[config.mk]
export PLATFORM = sky130hd
export DESIGN_NAME = throttle_plausibility_window_monitor
export DESIGN_NICKNAME = d
export VERILOG_FILES = /design/src/tpwm_pkg.sv /design/src/tpwm_cfg.sv /design/src/tpwm_div.sv /design/src/tpwm_core.sv /design/src/throttle_plausibility_window_monitor.sv
export SDC_FILE = /design/constraint.sdc
export NUM_CORES = 2
export LEC_CHECK = 0
export CAP_MARGIN = 20
export CORE_MARGIN = 4
export CORE_UTILIZATION = 40
export CTS_BUF_LIST = sky130_fd_sc_hd__clkbuf_4
export DETAILED_ROUTE_END_ITERATION = 8
export DONT_BUFFER_PORTS = 1
export SYNTH_ARGS = -nofsm -noshare
export SYNTH_HDL_FRONTEND = slang
export SYNTH_HIERARCHICAL = 1
export SYNTH_SLANG_ARGS = --single-unit
[constraint.sdc]
create_clock -name clk -period 8.04 [get_ports clk]
set_input_delay 1.206 -clock clk [delete_from_list [all_inputs] [get_ports clk]]
set_output_delay 1.206 -clock clk [all_outputs]
set_load 0.02 [all_outputs]
[src/tpwm_pkg.sv]
`timescale 1ns / 1ps
// ----------------------------------------------------------------------------
// Throttle plausibility window monitor package
// Shared constants, register codes, the sequencer state type and the
// structs that travel between the configuration, divider and core modules.
// ----------------------------------------------------------------------------
package tpwm_pkg;

  // Window store geometry.
  localparam int unsigned DEPTH = 64;
  localparam int unsigned PTR_W = $clog2(DEPTH);
  localparam int unsigned CNT_W = $clog2(DEPTH + 1);

  // Field widths.
  localparam int unsigned LVL_W   = 14;
  localparam int unsigned TIME_W  = 32;
  localparam int unsigned ERR_W   = 16;
  localparam int unsigned FRAC_W  = 9;
  localparam int unsigned TOT_W   = 22;
  localparam int unsigned SCALE_W = 8;

  // Error scale: hundredths of a percent.
  localparam logic [LVL_W-1:0] PCT_SCALE = LVL_W'(10000);
  localparam logic [ERR_W-1:0] ERR_MAX   = '1;

  // Shared divider geometry.
  localparam int unsigned DVD_W     = 2 * LVL_W;
  localparam int unsigned DSR_W     = LVL_W;
  localparam int unsigned DIV_CNT_W = $clog2(DVD_W);

  // Configuration port.
  localparam int unsigned APB_AW = 5;
  localparam int unsigned APB_DW = 32;

  typedef enum logic [2:0] {
    REG_WINDOW_TICKS   = 3'd0,
    REG_TP_ERROR_LIMIT = 3'd1,
    REG_BRAKE_FRAC_LIM = 3'd2,
    REG_BRAKE_APPLY    = 3'd3,
    REG_THROTTLE_OPEN  = 3'd4
  } reg_idx_t;

  typedef struct packed {
    logic [TIME_W-1:0] window_ticks;
    logic [ERR_W-1:0]  tp_error_limit;
    logic [FRAC_W-1:0] brake_fraction_limit;
    logic [LVL_W-1:0]  brake_apply_level;
    logic [LVL_W-1:0]  throttle_open_level;
  } cfg_t;

  typedef struct packed {
    logic             start;
    logic [DVD_W-1:0] dividend;
    logic [DSR_W-1:0] divisor;
  } div_req_t;

  typedef enum logic [3:0] {
    S_IDLE,
    S_MUL,
    S_EGO,
    S_EWAIT,
    S_FULL,
    S_INS,
    S_AWAIT,
    S_AGE,
    S_MGO,
    S_MWAIT,
    S_FGO,
    S_FWAIT,
    S_OUT
  } state_t;

endpackage

[src/tpwm_cfg.sv]
`timescale 1ns / 1ps
// ----------------------------------------------------------------------------
// Configuration register file
// APB-style register bank holding the window length, the fault limits and
// the brake and throttle levels.
// ----------------------------------------------------------------------------
module tpwm_cfg (
  input  logic                         clk,
  input  logic                         rst_n,
  input  logic                         cfg_psel,
  input  logic                         cfg_penable,
  input  logic                         cfg_pwrite,
  input  logic [tpwm_pkg::APB_AW-1:0]  cfg_paddr,
  input  logic [tpwm_pkg::APB_DW-1:0]  cfg_pwdata,
  output logic [tpwm_pkg::APB_DW-1:0]  cfg_prdata,
  output logic                         cfg_pready,
  output tpwm_pkg::cfg_t               cfg
);

  logic       wr_en;
  logic [2:0] idx;

  assign cfg_pready = 1'b1;
  assign wr_en      = cfg_psel && cfg_penable && cfg_pwrite;
  assign idx        = cfg_paddr[4:2];

  // Register writes; unknown indexes are ignored.
  always_ff @(posedge clk) begin
    if (!rst_n) begin
      cfg.window_ticks         <= 32'd1000;
      cfg.tp_error_limit       <= 16'd1000;
      cfg.brake_fraction_limit <= 9'd128;
      cfg.brake_apply_level    <= 14'd500;
      cfg.throttle_open_level  <= 14'd1000;
    end else if (wr_en) begin
      case (idx)
        tpwm_pkg::REG_WINDOW_TICKS:   cfg.window_ticks         <= cfg_pwdata;
        tpwm_pkg::REG_TP_ERROR_LIMIT: cfg.tp_error_limit       <= cfg_pwdata[15:0];
        tpwm_pkg::REG_BRAKE_FRAC_LIM: cfg.brake_fraction_limit <= cfg_pwdata[8:0];
        tpwm_pkg::REG_BRAKE_APPLY:    cfg.brake_apply_level    <= cfg_pwdata[13:0];
        tpwm_pkg::REG_THROTTLE_OPEN:  cfg.throttle_open_level  <= cfg_pwdata[13:0];
        default: ;
      endcase
    end
  end

  // Read-back multiplexer.
  always_comb begin
    case (idx)
      tpwm_pkg::REG_WINDOW_TICKS:   cfg_prdata = cfg.window_ticks;
      tpwm_pkg::REG_TP_ERROR_LIMIT: cfg_prdata = {16'd0, cfg.tp_error_limit};
      tpwm_pkg::REG_BRAKE_FRAC_LIM: cfg_prdata = {23'd0, cfg.brake_fraction_limit};
      tpwm_pkg::REG_BRAKE_APPLY:    cfg_prdata = {18'd0, cfg.brake_apply_level};
      tpwm_pkg::REG_THROTTLE_OPEN:  cfg_prdata = {18'd0, cfg.throttle_open_level};
      default:                      cfg_prdata = '0;
    endcase
  end

endmodule

[src/tpwm_div.sv]
`timescale 1ns / 1ps
// ----------------------------------------------------------------------------
// Shared iterative divider
// Restoring unsigned divider, one quotient bit per cycle. Used in turn for
// the sample error, the window mean and the brake fraction.
// ----------------------------------------------------------------------------
module tpwm_div (
  input  logic                        clk,
  input  logic                        rst_n,
  input  tpwm_pkg::div_req_t          req,
  output logic                        done,
  output logic [tpwm_pkg::DVD_W-1:0]  quot
);

  logic                            busy_r;
  logic                            done_r;
  logic [tpwm_pkg::DIV_CNT_W-1:0]  cnt_r;
  logic [tpwm_pkg::DVD_W-1:0]      dvd_r;
  logic [tpwm_pkg::DSR_W-1:0]      rem_r;
  logic [tpwm_pkg::DSR_W-1:0]      dsr_r;
  logic [tpwm_pkg::DSR_W:0]        rem_sh;
  logic [tpwm_pkg::DSR_W:0]        rem_sub;
  logic                            ge;

  // One restoring step: shift in the next dividend bit, subtract if it fits.
  assign rem_sh  = {rem_r, dvd_r[tpwm_pkg::DVD_W-1]};
  assign rem_sub = rem_sh - {1'b0, dsr_r};
  assign ge      = rem_sh >= {1'b0, dsr_r};

  // Control state.
  always_ff @(posedge clk) begin
    if (!rst_n) begin
      busy_r <= 1'b0;
      done_r <= 1'b0;
      cnt_r  <= '0;
    end else if (req.start) begin
      busy_r <= 1'b1;
      done_r <= 1'b0;
      cnt_r  <= tpwm_pkg::DIV_CNT_W'(tpwm_pkg::DVD_W - 1);
    end else if (busy_r) begin
      cnt_r  <= cnt_r - 1'b1;
      busy_r <= (cnt_r != '0);
      done_r <= (cnt_r == '0);
    end else begin
      done_r <= 1'b0;
    end
  end

  // Datapath; the dividend register collects the quotient bits.
  always_ff @(posedge clk) begin
    if (req.start) begin
      dvd_r <= req.dividend;
      dsr_r <= req.divisor;
      rem_r <= '0;
    end else if (busy_r) begin
      dvd_r <= {dvd_r[tpwm_pkg::DVD_W-2:0], ge};
      rem_r <= ge ? rem_sub[tpwm_pkg::DSR_W-1:0] : rem_sh[tpwm_pkg::DSR_W-1:0];
    end
  end

  assign done = done_r;
  assign quot = dvd_r;

  // A result is flagged only at the end of a running division.
  a_done_after_busy: assert property (@(posedge clk) disable iff (!rst_n)
    done_r |-> $past(busy_r))
    else $error("divider done without a running division");

  // A division runs its full step count.
  a_busy_runs: assert property (@(posedge clk) disable iff (!rst_n)
    (busy_r && cnt_r != '0 && !req.start) |=> busy_r)
    else $error("divider stopped early");

  // A start always leads into a busy divider.
  a_start_busy: assert property (@(posedge clk) disable iff (!rst_n)
    req.start |=> (busy_r && !done_r))
    else $error("divider did not start");

endmodule

[src/tpwm_core.sv]
`timescale 1ns / 1ps
// ----------------------------------------------------------------------------
// Window sequencer
// Computes the sample error and brake flag, keeps the time-stamped window
// store and its running totals, ages out old entries and forms the result.
// ----------------------------------------------------------------------------
module tpwm_core (
  input  logic                          clk,
  input  logic                          rst_n,
  input  tpwm_pkg::cfg_t                cfg,
  input  logic                          in_tvalid,
  output logic                          in_tready,
  input  logic [79:0]                   in_tdata,
  output logic                          out_tvalid,
  input  logic                          out_tready,
  output logic [39:0]                   out_tdata,
  output tpwm_pkg::div_req_t            div_req,
  input  logic                          div_done,
  input  logic [tpwm_pkg::DVD_W-1:0]    div_quot
);

  tpwm_pkg::state_t state_r, state_nxt;

  // Latched sample.
  logic [tpwm_pkg::LVL_W-1:0]  act_r;
  logic [tpwm_pkg::LVL_W-1:0]  exp_r;
  logic [tpwm_pkg::TIME_W-1:0] ts_r;
  logic                        flag_r;
  logic [tpwm_pkg::DVD_W-1:0]  prod_r;
  logic [tpwm_pkg::ERR_W-1:0]  err_r;
  logic [tpwm_pkg::ERR_W-1:0]  mean_r;

  // Window bookkeeping.
  logic [tpwm_pkg::TOT_W-1:0]  error_total_r;
  logic [tpwm_pkg::CNT_W-1:0]  brake_total_r;
  logic [tpwm_pkg::CNT_W-1:0]  count_r;
  logic [tpwm_pkg::PTR_W-1:0]  oldest_r;
  logic [tpwm_pkg::PTR_W-1:0]  newest_r;

  // Window store and its registered read of the oldest entry.
  logic [tpwm_pkg::TIME_W-1:0] mem_time [tpwm_pkg::DEPTH];
  logic [tpwm_pkg::ERR_W-1:0]  mem_err  [tpwm_pkg::DEPTH];
  logic                        mem_brk  [tpwm_pkg::DEPTH];
  logic [tpwm_pkg::TIME_W-1:0] rd_time_r;
  logic [tpwm_pkg::ERR_W-1:0]  rd_err_r;
  logic                        rd_brk_r;

  // Output register.
  logic                        out_valid_r;
  logic [39:0]                 out_data_r;

  logic [tpwm_pkg::LVL_W-1:0]  in_act, in_exp, in_brk;
  logic [tpwm_pkg::TIME_W-1:0] in_ts;
  logic [tpwm_pkg::LVL_W-1:0]  diff;
  logic [tpwm_pkg::TIME_W-1:0] age;
  logic                        too_old;
  logic                        full;
  logic                        mem_we;
  logic                        out_free;
  logic                        out_load;
  logic [tpwm_pkg::FRAC_W-1:0] frac;
  logic                        fault;

  assign in_act = in_tdata[13:0];
  assign in_exp = in_tdata[27:14];
  assign in_brk = in_tdata[41:28];
  assign in_ts  = in_tdata[73:42];

  assign diff    = (act_r > exp_r) ? (act_r - exp_r) : (exp_r - act_r);
  assign age     = ts_r - rd_time_r;
  assign too_old = (count_r > tpwm_pkg::CNT_W'(1)) && (age > cfg.window_ticks);
  assign full    = (count_r == tpwm_pkg::CNT_W'(tpwm_pkg::DEPTH));
  assign out_free = !out_valid_r || out_tready;
  assign frac    = div_quot[tpwm_pkg::FRAC_W-1:0];
  assign fault   = (mean_r > cfg.tp_error_limit) || (frac > cfg.brake_fraction_limit);

  // Next-state logic.
  always_comb begin
    state_nxt = state_r;
    unique case (state_r)
      tpwm_pkg::S_IDLE:  if (in_tvalid) state_nxt = tpwm_pkg::S_MUL;
      tpwm_pkg::S_MUL:   state_nxt = (exp_r == '0) ? tpwm_pkg::S_FULL : tpwm_pkg::S_EGO;
      tpwm_pkg::S_EGO:   state_nxt = tpwm_pkg::S_EWAIT;
      tpwm_pkg::S_EWAIT: if (div_done) state_nxt = tpwm_pkg::S_FULL;
      tpwm_pkg::S_FULL:  state_nxt = tpwm_pkg::S_INS;
      tpwm_pkg::S_INS:   state_nxt = tpwm_pkg::S_AWAIT;
      tpwm_pkg::S_AWAIT: state_nxt = tpwm_pkg::S_AGE;
      tpwm_pkg::S_AGE:   state_nxt = too_old ? tpwm_pkg::S_AWAIT : tpwm_pkg::S_MGO;
      tpwm_pkg::S_MGO:   state_nxt = tpwm_pkg::S_MWAIT;
      tpwm_pkg::S_MWAIT: if (div_done) state_nxt = tpwm_pkg::S_FGO;
      tpwm_pkg::S_FGO:   state_nxt = tpwm_pkg::S_FWAIT;
      // A result loaded straight away goes back to idle; otherwise it waits.
      tpwm_pkg::S_FWAIT: if (div_done) state_nxt = out_free ? tpwm_pkg::S_IDLE
                                                            : tpwm_pkg::S_OUT;
      tpwm_pkg::S_OUT:   if (out_free) state_nxt = tpwm_pkg::S_IDLE;
      default:           state_nxt = tpwm_pkg::S_IDLE;
    endcase
  end

  // Control outputs and divider requests.
  always_comb begin
    in_tready        = 1'b0;
    mem_we           = 1'b0;
    out_load         = 1'b0;
    div_req.start    = 1'b0;
    div_req.dividend = prod_r;
    div_req.divisor  = exp_r;
    unique case (state_r)
      tpwm_pkg::S_IDLE: in_tready = 1'b1;
      tpwm_pkg::S_EGO:  div_req.start = 1'b1;
      tpwm_pkg::S_INS:  mem_we = 1'b1;
      tpwm_pkg::S_MGO: begin
        div_req.start    = 1'b1;
        div_req.dividend = tpwm_pkg::DVD_W'(error_total_r);
        div_req.divisor  = tpwm_pkg::DSR_W'(count_r);
      end
      tpwm_pkg::S_FGO: begin
        div_req.start    = 1'b1;
        div_req.dividend = tpwm_pkg::DVD_W'({brake_total_r, {tpwm_pkg::SCALE_W{1'b0}}});
        div_req.divisor  = tpwm_pkg::DSR_W'(count_r);
      end
      tpwm_pkg::S_FWAIT: out_load = div_done && out_free;
      tpwm_pkg::S_OUT:   out_load = out_free;
      default: ;
    endcase
  end

  always_ff @(posedge clk) begin
    if (!rst_n) state_r <= tpwm_pkg::S_IDLE;
    else        state_r <= state_nxt;
  end

  // Sample capture, error product and error quotient.
  always_ff @(posedge clk) begin
    if (in_tvalid && in_tready) begin
      act_r  <= in_act;
      exp_r  <= in_exp;
      ts_r   <= in_ts;
      flag_r <= (in_brk > cfg.brake_apply_level) && (in_act > cfg.throttle_open_level);
    end
    if (state_r == tpwm_pkg::S_MUL) begin
      prod_r <= tpwm_pkg::DVD_W'(diff) * tpwm_pkg::DVD_W'(tpwm_pkg::PCT_SCALE);
      err_r  <= tpwm_pkg::ERR_MAX;
    end
    if (state_r == tpwm_pkg::S_EWAIT && div_done) begin
      err_r <= (div_quot > tpwm_pkg::DVD_W'(tpwm_pkg::ERR_MAX)) ?
               tpwm_pkg::ERR_MAX : div_quot[tpwm_pkg::ERR_W-1:0];
    end
    if (state_r == tpwm_pkg::S_MWAIT && div_done) begin
      mean_r <= div_quot[tpwm_pkg::ERR_W-1:0];
    end
  end

  // Totals, count and pointers: drop the oldest when full, insert, then drop aged-out entries.
  always_ff @(posedge clk) begin
    if (!rst_n) begin
      error_total_r <= '0;
      brake_total_r <= '0;
      count_r       <= '0;
      oldest_r      <= '0;
      newest_r      <= '0;
    end else if ((state_r == tpwm_pkg::S_FULL && full) ||
                 (state_r == tpwm_pkg::S_AGE && too_old)) begin
      error_total_r <= error_total_r - tpwm_pkg::TOT_W'(rd_err_r);
      brake_total_r <= brake_total_r - tpwm_pkg::CNT_W'(rd_brk_r);
      count_r       <= count_r - 1'b1;
      oldest_r      <= oldest_r + 1'b1;
    end else if (mem_we) begin
      error_total_r <= error_total_r + tpwm_pkg::TOT_W'(err_r);
      brake_total_r <= brake_total_r + tpwm_pkg::CNT_W'(flag_r);
      count_r       <= count_r + 1'b1;
      newest_r      <= newest_r + 1'b1;
    end
  end

  // Window store: one write port at the newest slot, one read at the oldest.
  always_ff @(posedge clk) begin
    if (mem_we) begin
      mem_time[newest_r] <= ts_r;
      mem_err[newest_r]  <= err_r;
      mem_brk[newest_r]  <= flag_r;
    end
    rd_time_r <= mem_time[oldest_r];
    rd_err_r  <= mem_err[oldest_r];
    rd_brk_r  <= mem_brk[oldest_r];
  end

  // Result register.
  always_ff @(posedge clk) begin
    if (!rst_n) begin
      out_valid_r <= 1'b0;
    end else if (out_load) begin
      out_valid_r <= 1'b1;
    end else if (out_tready) begin
      out_valid_r <= 1'b0;
    end
  end

  always_ff @(posedge clk) begin
    if (out_load) begin
      out_data_r <= {6'd0, count_r, flag_r, frac, mean_r, fault};
    end
  end

  assign out_tvalid = out_valid_r;
  assign out_tdata  = out_data_r;

  // The newest pointer always sits the entry count past the oldest one.
  a_ptr_count: assert property (@(posedge clk) disable iff (!rst_n)
    newest_r == (oldest_r + count_r[tpwm_pkg::PTR_W-1:0]))
    else $error("window pointers disagree with entry count");

  // Flagged entries never outnumber entries; the window never overflows.
  a_totals: assert property (@(posedge clk) disable iff (!rst_n)
    (brake_total_r <= count_r) && (count_r <= tpwm_pkg::CNT_W'(tpwm_pkg::DEPTH)))
    else $error("window totals out of range");

  // Averages are taken only over a non-empty window.
  a_nonempty: assert property (@(posedge clk) disable iff (!rst_n)
    (state_r == tpwm_pkg::S_MGO || state_r == tpwm_pkg::S_FGO) |-> (count_r != '0))
    else $error("average over an empty window");

  // An accepted transaction starts the error computation.
  a_accept: assert property (@(posedge clk) disable iff (!rst_n)
    (in_tvalid && in_tready) |=> (state_r == tpwm_pkg::S_MUL))
    else $error("accepted sample did not start processing");

endmodule

[src/throttle_plausibility_window_monitor.sv]
`timescale 1ns / 1ps
// ----------------------------------------------------------------------------
// Throttle plausibility window monitor
// Samples are processed one at a time: a new one is taken only once the last
// result is loaded. The shared 28-step divider, used up to three times per
// sample, sets the pace; each aged-out entry adds another pass of ageing.
// A loaded result waits in an output register while the next sample enters.
// Synchronous active-low reset empties the window and loads register defaults.
// ----------------------------------------------------------------------------
module throttle_plausibility_window_monitor (
  input  logic                         clk,
  input  logic                         rst_n,
  // Input: throttle_actual[13:0], throttle_expected[27:14], brake_level[41:28],
  // timestamp[73:42], zero pad.
  input  logic                         in_tvalid,
  output logic                         in_tready,
  input  logic [79:0]                  in_tdata,
  // Output: fault[0], mean_tp_error[16:1], brake_fraction[25:17],
  // brake_flag[26], window_count[33:27], zero pad.
  output logic                         out_tvalid,
  input  logic                         out_tready,
  output logic [39:0]                  out_tdata,
  input  logic                         cfg_psel,
  input  logic                         cfg_penable,
  input  logic                         cfg_pwrite,
  input  logic [tpwm_pkg::APB_AW-1:0]  cfg_paddr,
  input  logic [tpwm_pkg::APB_DW-1:0]  cfg_pwdata,
  output logic [tpwm_pkg::APB_DW-1:0]  cfg_prdata,
  output logic                         cfg_pready
);

  tpwm_pkg::cfg_t                  cfg;
  tpwm_pkg::div_req_t              div_req;
  logic                            div_done;
  logic [tpwm_pkg::DVD_W-1:0]      div_quot;

  // Register bank.
  tpwm_cfg u_cfg (
    .clk         (clk),
    .rst_n       (rst_n),
    .cfg_psel    (cfg_psel),
    .cfg_penable (cfg_penable),
    .cfg_pwrite  (cfg_pwrite),
    .cfg_paddr   (cfg_paddr),
    .cfg_pwdata  (cfg_pwdata),
    .cfg_prdata  (cfg_prdata),
    .cfg_pready  (cfg_pready),
    .cfg         (cfg)
  );

  // Shared divider.
  tpwm_div u_div (
    .clk   (clk),
    .rst_n (rst_n),
    .req   (div_req),
    .done  (div_done),
    .quot  (div_quot)
  );

  // Sequencer and window store.
  tpwm_core u_core (
    .clk        (clk),
    .rst_n      (rst_n),
    .cfg        (cfg),
    .in_tvalid  (in_tvalid),
    .in_tready  (in_tready),
    .in_tdata   (in_tdata),
    .out_tvalid (out_tvalid),
    .out_tready (out_tready),
    .out_tdata  (out_tdata),
    .div_req    (div_req),
    .div_done   (div_done),
    .div_quot   (div_quot)
  );

endmodule
Yosys cells after proc, flatten, opt, wreduce, memory -nomap -nowiden --
Memory sizes are Yosys's and may differ from the RTL's. A register that Yosys moved wholly into a read port is not among the register bits. Cells that the tools add are included.
Storage, ports and cells: bits in latches 0, bits of input ports 124, RAM bits 3136, register bits 352, word-level logic and storage cells 147, memories kept 3, bits in read-only memories 0, output and inout port bits 75
Operators by class: multiplexer cells 36, shift-type cells 0, add/subtract/negate cells 13, magnitude comparators 9, multiply operators 1, bitwise operators 3, div/mod/pow operators 0, equal/unequal tests 22, reduce and logical (&&, ||, !) cells 33
Memory list:
- u_core.mem_time | words 64, bits a word 32, read ports 1, clocked after Yosys merged registers in 1, write ports 1, RTL line tpwm_core.sv:41 | logic [tpwm_pkg::TIME_W-1:0] mem_time [tpwm_pkg::DEPTH];
- u_core.mem_err | words 64, bits a word 16, read ports 1, clocked after Yosys merged registers in 1, write ports 1, RTL line tpwm_core.sv:42 | logic [tpwm_pkg::ERR_W-1:0] mem_err [tpwm_pkg::DEPTH];
- u_core.mem_brk | words 64, bits a word 1, read ports 1, clocked after Yosys merged registers in 1, write ports 1, RTL line tpwm_core.sv:43 | logic mem_brk [tpwm_pkg::DEPTH];
Operators with widths (number):
- 32-bit one-hot mux with 5 select lines | 1
- 42-bit one-hot mux with 2 select lines | 1
- 28-bit 2-to-1 mux | 2
- 4-bit one-hot mux with 13 select lines | 1
- 16-bit 2-to-1 mux | 3
- 22-bit 2-to-1 mux | 2
- 14-bit greater-than comparator | 3
- 14-bit subtractor | 3
- 32-bit greater-than comparator | 1
- 32-bit subtractor | 1
- 28-bit by 16-bit greater-than comparator with 1-bit output (second input constant) | 1
- 14-bit 2-to-1 mux | 2
- 4-bit 2-to-1 mux | 7
- 7-bit 2-to-1 mux | 4
- 14-bit by 10-bit multiplier with 24-bit output (second input constant) | 1
- 22-bit by 16-bit adder with 22-bit output | 1
- 22-bit by 16-bit subtractor with 22-bit output | 1
- 4-bit equality test (second input constant) | 5
- 4-bit by 3-bit equality test with 1-bit output (second input constant) | 4
- 16-bit greater-than comparator | 1
- 15-bit by 14-bit >= comparator with 1-bit output | 1
- 14-bit zero test | 1
- 6-bit by 1-bit adder with 6-bit output (second input constant) | 2
- 2-bit AND reduction | 6
- 31 further kinds | 62

Longest topological paths before layout --
word-level depth 7, gate-level depth with buffers 35, mapped depth without buffers 33

Modules after synthesis --
Netlist, hierarchy kept.
Modules (own cells, without submodules):
- tpwm_core | cells each 6298, times used 1, area each 136066.7 um^2, seq. area each 100746.6 um^2
- tpwm_cfg | cells each 426, times used 1, area each 3970.1 um^2, seq. area each 1701.6 um^2
- tpwm_div | cells each 281, times used 1, area each 3316.9 um^2, seq. area each 1681.6 um^2

Worst setup path after synthesis --
No wires, ideal clock.
path kind register to register, from register u_core/ts_r[0] (netlist bit), to register u_core/error_total_r[14] (netlist bit), path buffers 2, data required time 7.924 ns, data arrival time 7.440 ns, clock period less this slack 7.557 ns, cell stages (with the launch flop) 34, slack 0.483 ns, setup time 0.116 ns, cells stage by stage edfxtp_1 inv_1 ha_1 inv_1 fa_1 a21oi_1 o22ai_1 o21ai_0 nor2_1 o21ai_0 a211oi_1 a41o_1 o21ai_0 xnor2_1 ha_1 nand3_1 or4_1 a211o_1 o2111a_1 nor2_1 clkbuf_1 clkbuf_1 o21ai_0 ha_1 fa_1 nor2b_1 o2111ai_1 a21bo_2 a21oi_1 o21ai_0 a211oi_1 o21a_1 o21ai_0 a41o_1
Between the ends: longest elaborated chain between the ends 6, elaborated cells between the ends (all ways) 7, those cells by class 1 x add/sub; 1 x order compare; 1 x mux; 4 x reduce/logical
Ends and longest elaborated chain:
- start, declared | RTL line tpwm_core.sv:27 | logic [tpwm_pkg::TIME_W-1:0] ts_r;
- start signal, assigned | RTL line tpwm_core.sv:138 | ts_r <= in_ts;
- 32-bit subtractor * | RTL line tpwm_core.sv:70 | assign age = ts_r - rd_time_r;
- 32-bit greater-than comparator * | RTL line tpwm_core.sv:71 | assign too_old = (count_r > tpwm_pkg::CNT_W'(1)) && (age > cfg.window_ticks);
- 1-bit logical AND * | RTL line tpwm_core.sv:71
- 1-bit logical AND * | RTL line tpwm_core.sv:163 | (state_r == tpwm_pkg::S_AGE && too_old)) begin
- 1-bit logical OR * | RTL line tpwm_core.sv:162 | end else if ((state_r == tpwm_pkg::S_FULL && full) ||
- 22-bit 2-to-1 mux or 2-bit nonzero test (tied branches)
- end signal, assigned | RTL line tpwm_core.sv:164 | error_total_r <= error_total_r - tpwm_pkg::TOT_W'(rd_err_r);
- end signal, assigned | RTL line tpwm_core.sv:169 | error_total_r <= error_total_r + tpwm_pkg::TOT_W'(err_r);
- end, declared | RTL line tpwm_core.sv:34 | logic [tpwm_pkg::TOT_W-1:0] error_total_r;
Every way passes the cells marked *; elsewhere a longest branch is shown, timed or not. A chain may end at the register's enable or synchronous reset.

Worst setup path after layout --
from register u_core/ts_r[0] (netlist bit), to register u_core/error_total_r[19] (netlist bit)
Same word-level chain as after synthesis.

==> metrics.md <==
| Metric | Value |
|---|---|
| Slew HR | `0.201` |
| Clock sinks | `3537` |
| Mapped Area | `143000 um^2` |
| Share of cells above drive strength 1 | `0.329` |
| Top cells by area, synth | `edfxtp_1, mux4_2, dfxtp_1` |
| P_leak | `52.4 nW` |
| First-pass GRT wire length | `569000 um` |
| Die span in y | `607 um` |
| Combinational power share | `0.237` |
| Final ANT Viol Nets | `0` |
| Synth area leader | `edfxtp_1` |
| WL/cell | `30.2 um` |
| R2R Setup Slk | `0.32 ns` |
| Final #Nets | `8377` |
| Worst r2r dst | `u_core/error_total_r[19]` |
| DR pass1 iterations | `6` |
| Tot GR Track Use | `0.216` |
| # rows | `219` |
| MaxCap Viol Count | `0` |
| Clock transition at path regs | `0.07 ns` |
| Flop pwr share | `0.453` |
| Crit Path Max Fanout | `8` |
| CTS Buffer Depth | `4` |
| Htree depth | `6` |
| Register area share after synthesis | `0.726` |
| Startpoint class of the critical path | `flip-flop` |
| Crit. End Element | `flip-flop` |
| Top delay family on crit path | `compound AO/OA/AOI/OAI gates` |
| Chip width | `607 um` |
| Internal power | `33.4 mW` |
| Starting Density | `0.402` |
| Clock latency on the worst-skew pair | `1.64 ns` |
| Grt total ovfl | `0` |
| Fraction of registers with async set/reset | `0` |
| Psw | `14.1 mW` |
| PwrDens | `290 nW/um^2` |
| Achievable frequency | `129 MHz` |
| Largest net degree at the start of global routing | `147` |
| Placer Congestion | `0.850` |
| Warnings from Yosys | `6` |
| Core region area | `356000 um^2` |
| Fin. Hold Viols | `0` |
| Root Buffer | `clkbuf_4` |
| Status | `completed` |
| DR vias | `76500` |
| Crit path buf inv count | `9` |
| Final Cell Area | `164000 um^2` |
| HP Class | `primary input to flip-flop` |
| DR vias/cell | `5.72` |
| Reg2reg start | `u_core/ts_r[0]` |
| DRC Markers | `0` |
| CP max stage delay | `0.46 ns` |
| Fill cells | `30100` |
| Fin crit period | `7.72 ns` |
| Placed cell areas | `151000 um^2` |
| TritonCTS clock tree | `built` |
| Drt total wl | `403000 um` |
| Worst Tran Pin Value | `1.20 ns` |
| Worst Hold Path EP | `u_cfg/cfg[51]` |
| IO Pins | `199` |
| Setup Viol. Count Final | `0` |
| Total power | `47.5 mW` |
| Drt first-iter violations | `9495` |
| Synth Flop Type | `edfxtp_1` |
| Synth top area share | `0.697` |
| Post-synth top cells | `edfxtp_1, mux4_2, inv_1` |
| Worst endpoint required time | `9.46 ns` |
| Hold Path Depth | `3` |
| Syn-to-layout area delta | `14.1%` |
| Crit path DAT | `9.14 ns` |
| Max rail drop VDD | `1.22 mV` |
| Placed wire-length estimate | `225000 um` |
| Netlist cell types | `82` |
| Average cell area after synthesis | `20.5 um^2` |
| Clock power frac | `0.310` |
| Worst Skew | `0.180 ns` |
| Worst hold start | `cfg_paddr[3]` |
| Register bit total from synthesis | `3537` |
| Vias in the first global route | `77700` |
| Top-count cell post-synth | `edfxtp_1` |
| Die Area | `368000 um^2` |
| Antenna violations before repair | `45` |
| Most Frequent Cell on Critical Path | `buf_4` |
| CTS buffer count | `860` |
| Crit Path Category | `flip-flop to flip-flop` |
| PortBufs | `0` |
| Max-slew violation count | `0` |
| Post-Syn Instances | `7005` |
| Sw Ratio | `0.296` |
| Post-synth EDFFs | `3329` |
| R2r worst-path depth | `37` |
| Final period utilization | `0.961` |
| CP max-delay cell | `or4_1` |
[kinds of logic after synthesis]
logic type,count (synthesis),share of synthesized area
flip-flops,3537,0.726
multiplexers,1174,0.172
AND/OR/NAND/NOR,773,0.0264
buffers and inverters,613,0.0169
AO/OA/AOI/OAI,503,0.0241
adder cells (fa/ha/maj),291,0.0272
XOR/XNOR,112,0.00684
other,2,0.0000524
[registers in the layout, indices dropped and copies added, names as in the netlist, 14 cells and up]
| signal | flops |
|---|---|
| u_cfg/cfg | 85 |
| u_core/act_r | 14 |
| u_core/err_r | 16 |
| u_core/error_total_r | 22 |
| u_core/exp_r | 14 |
| u_core/mean_r | 16 |
| u_core/mem_brk | 64 |
| u_core/mem_err | 1024 |
| u_core/mem_time | 2048 |
| u_core/out_tdata | 34 |
| u_core/prod_r | 24 |
| u_core/rd_err_r | 16 |
| u_core/rd_time_r | 32 |
| u_core/ts_r | 32 |
| u_div/dsr_r | 14 |
| u_div/quot | 28 |
| u_div/rem_r | 14 |
[routing by layer]
metal | vias to the layer above | part of all wire | track usage
met1 | 40700 | 0.40 | 0.296
met2 | 3808 | 0.48 | 0.347
met3 | 663 | 0.091 | 0.0486
met4 | 10 | 0.028 | 0.0669
met5 | - | 0.00015 | 0
li1 | 31300 | - | -
[worst min-delay path, cell delays in order]
cell and delay, ns:
nand3b_1 0.16, buf_8 0.21, mux2i_1 0.09
[area by class of cell]
class / instances / area (um^2) / share of cell area
Inverter: 264 / 991 / 0.00606
Antenna cell: 21 / 52.6 / 0.000321
Clock buffer: 1266 / 9500 / 0.0581
Clock inverter: 227 / 1370 / 0.00839
Timing Repair Buffer: 439 / 4130 / 0.0253
Multi-Input combinational cell: 2860 / 37400 / 0.229
Tap cell: 4751 / 5940 / 0.0363
Sequential cell: 3537 / 104000 / 0.637
[cell usage in the layout (no fill, tap or decap), types with 15 or more instances in the layout]
master / n
a22oi_1: 29
ha_1: 256
mux4_2: 1029
dlygate4sd3_1: 142
and3_1: 15
xor2_1: 39
nor3_1: 36
nor2b_1: 54
xnor2_1: 68
a21boi_0: 24
mux2_2: 39
clkbuf_4: 1266
buf_12: 32
a21o_1: 55
dfxtp_1: 202
o21a_1: 28
a31oi_1: 18
nor4_1: 16
diode_2: 21
nand2b_1: 36
a21oi_1: 114
and2_1: 43
a211oi_1: 24
fa_1: 35
nor2_1: 116
edfxtp_1: 3329
nor2_4: 65
nand4_1: 36
inv_1: 264
nand2_1: 230
o21ai_0: 74
buf_4: 258
nand3_1: 46
or3_1: 23
mux2i_1: 106
clkinv_1: 153
[power groups by stage]
stage               Sequential (mW)  Combinational [mW]  Clock (mW)
CTS                            21.5                11.2        15.1
detailed placement             21.9                10.9           0
finish                         21.5                11.3        14.7
global placement               21.9                10.9           0
global route                   21.5                12.7        16.1
floorplan                      22.0                8.04           0
[stage by stage]
| stage | hold WS [ns] | util | worst slack [ns] | cells | TNS, ns |
|---|---|---|---|---|---|
| after detailed placement | 0.444 | 0.423 | -0.0828 | 11700 | -0.272 |
| final | 0.177 | 0.459 | 0.317 | 13400 | 0 |
| after global routing | 0.0619 | 0.459 | -0.0226 | 13300 | -0.0271 |
| after CTS | 0.00398 | 0.458 | 0.00260 | 13300 | 0 |
| after floorplan | 0.406 | - | 0.483 | 7010 | 0 |
| after global placement | 0.449 | 0.423 | -0.0636 | 11700 | -0.178 |
[worst max path at each step]
stage                   startpoint  cells after the start                       end  slack [ns]
finish              u_core/ts_r[0]                     37  u_core/error_total_r[19]        0.32
global route        u_core/ts_r[0]                     37  u_core/error_total_r[19]       -0.02
CTS                 u_core/ts_r[0]                     34  u_core/error_total_r[21]       0.003
detailed placement  u_core/ts_r[5]                     29  u_core/error_total_r[14]       -0.08
global placement    u_core/ts_r[5]                     30  u_core/error_total_r[14]       -0.06
floorplan           u_core/ts_r[0]                     33  u_core/error_total_r[14]        0.48
[timing repair]
item,in CTS,in global routing
gates resized for setup,1,18
hold buffers,141,2
endpoints found under the setup margin,7,21
setup buffers,0,11
endpoints found under the hold margin,207,3
pin swaps,0,3
Power figures use the tool's default switching activity.
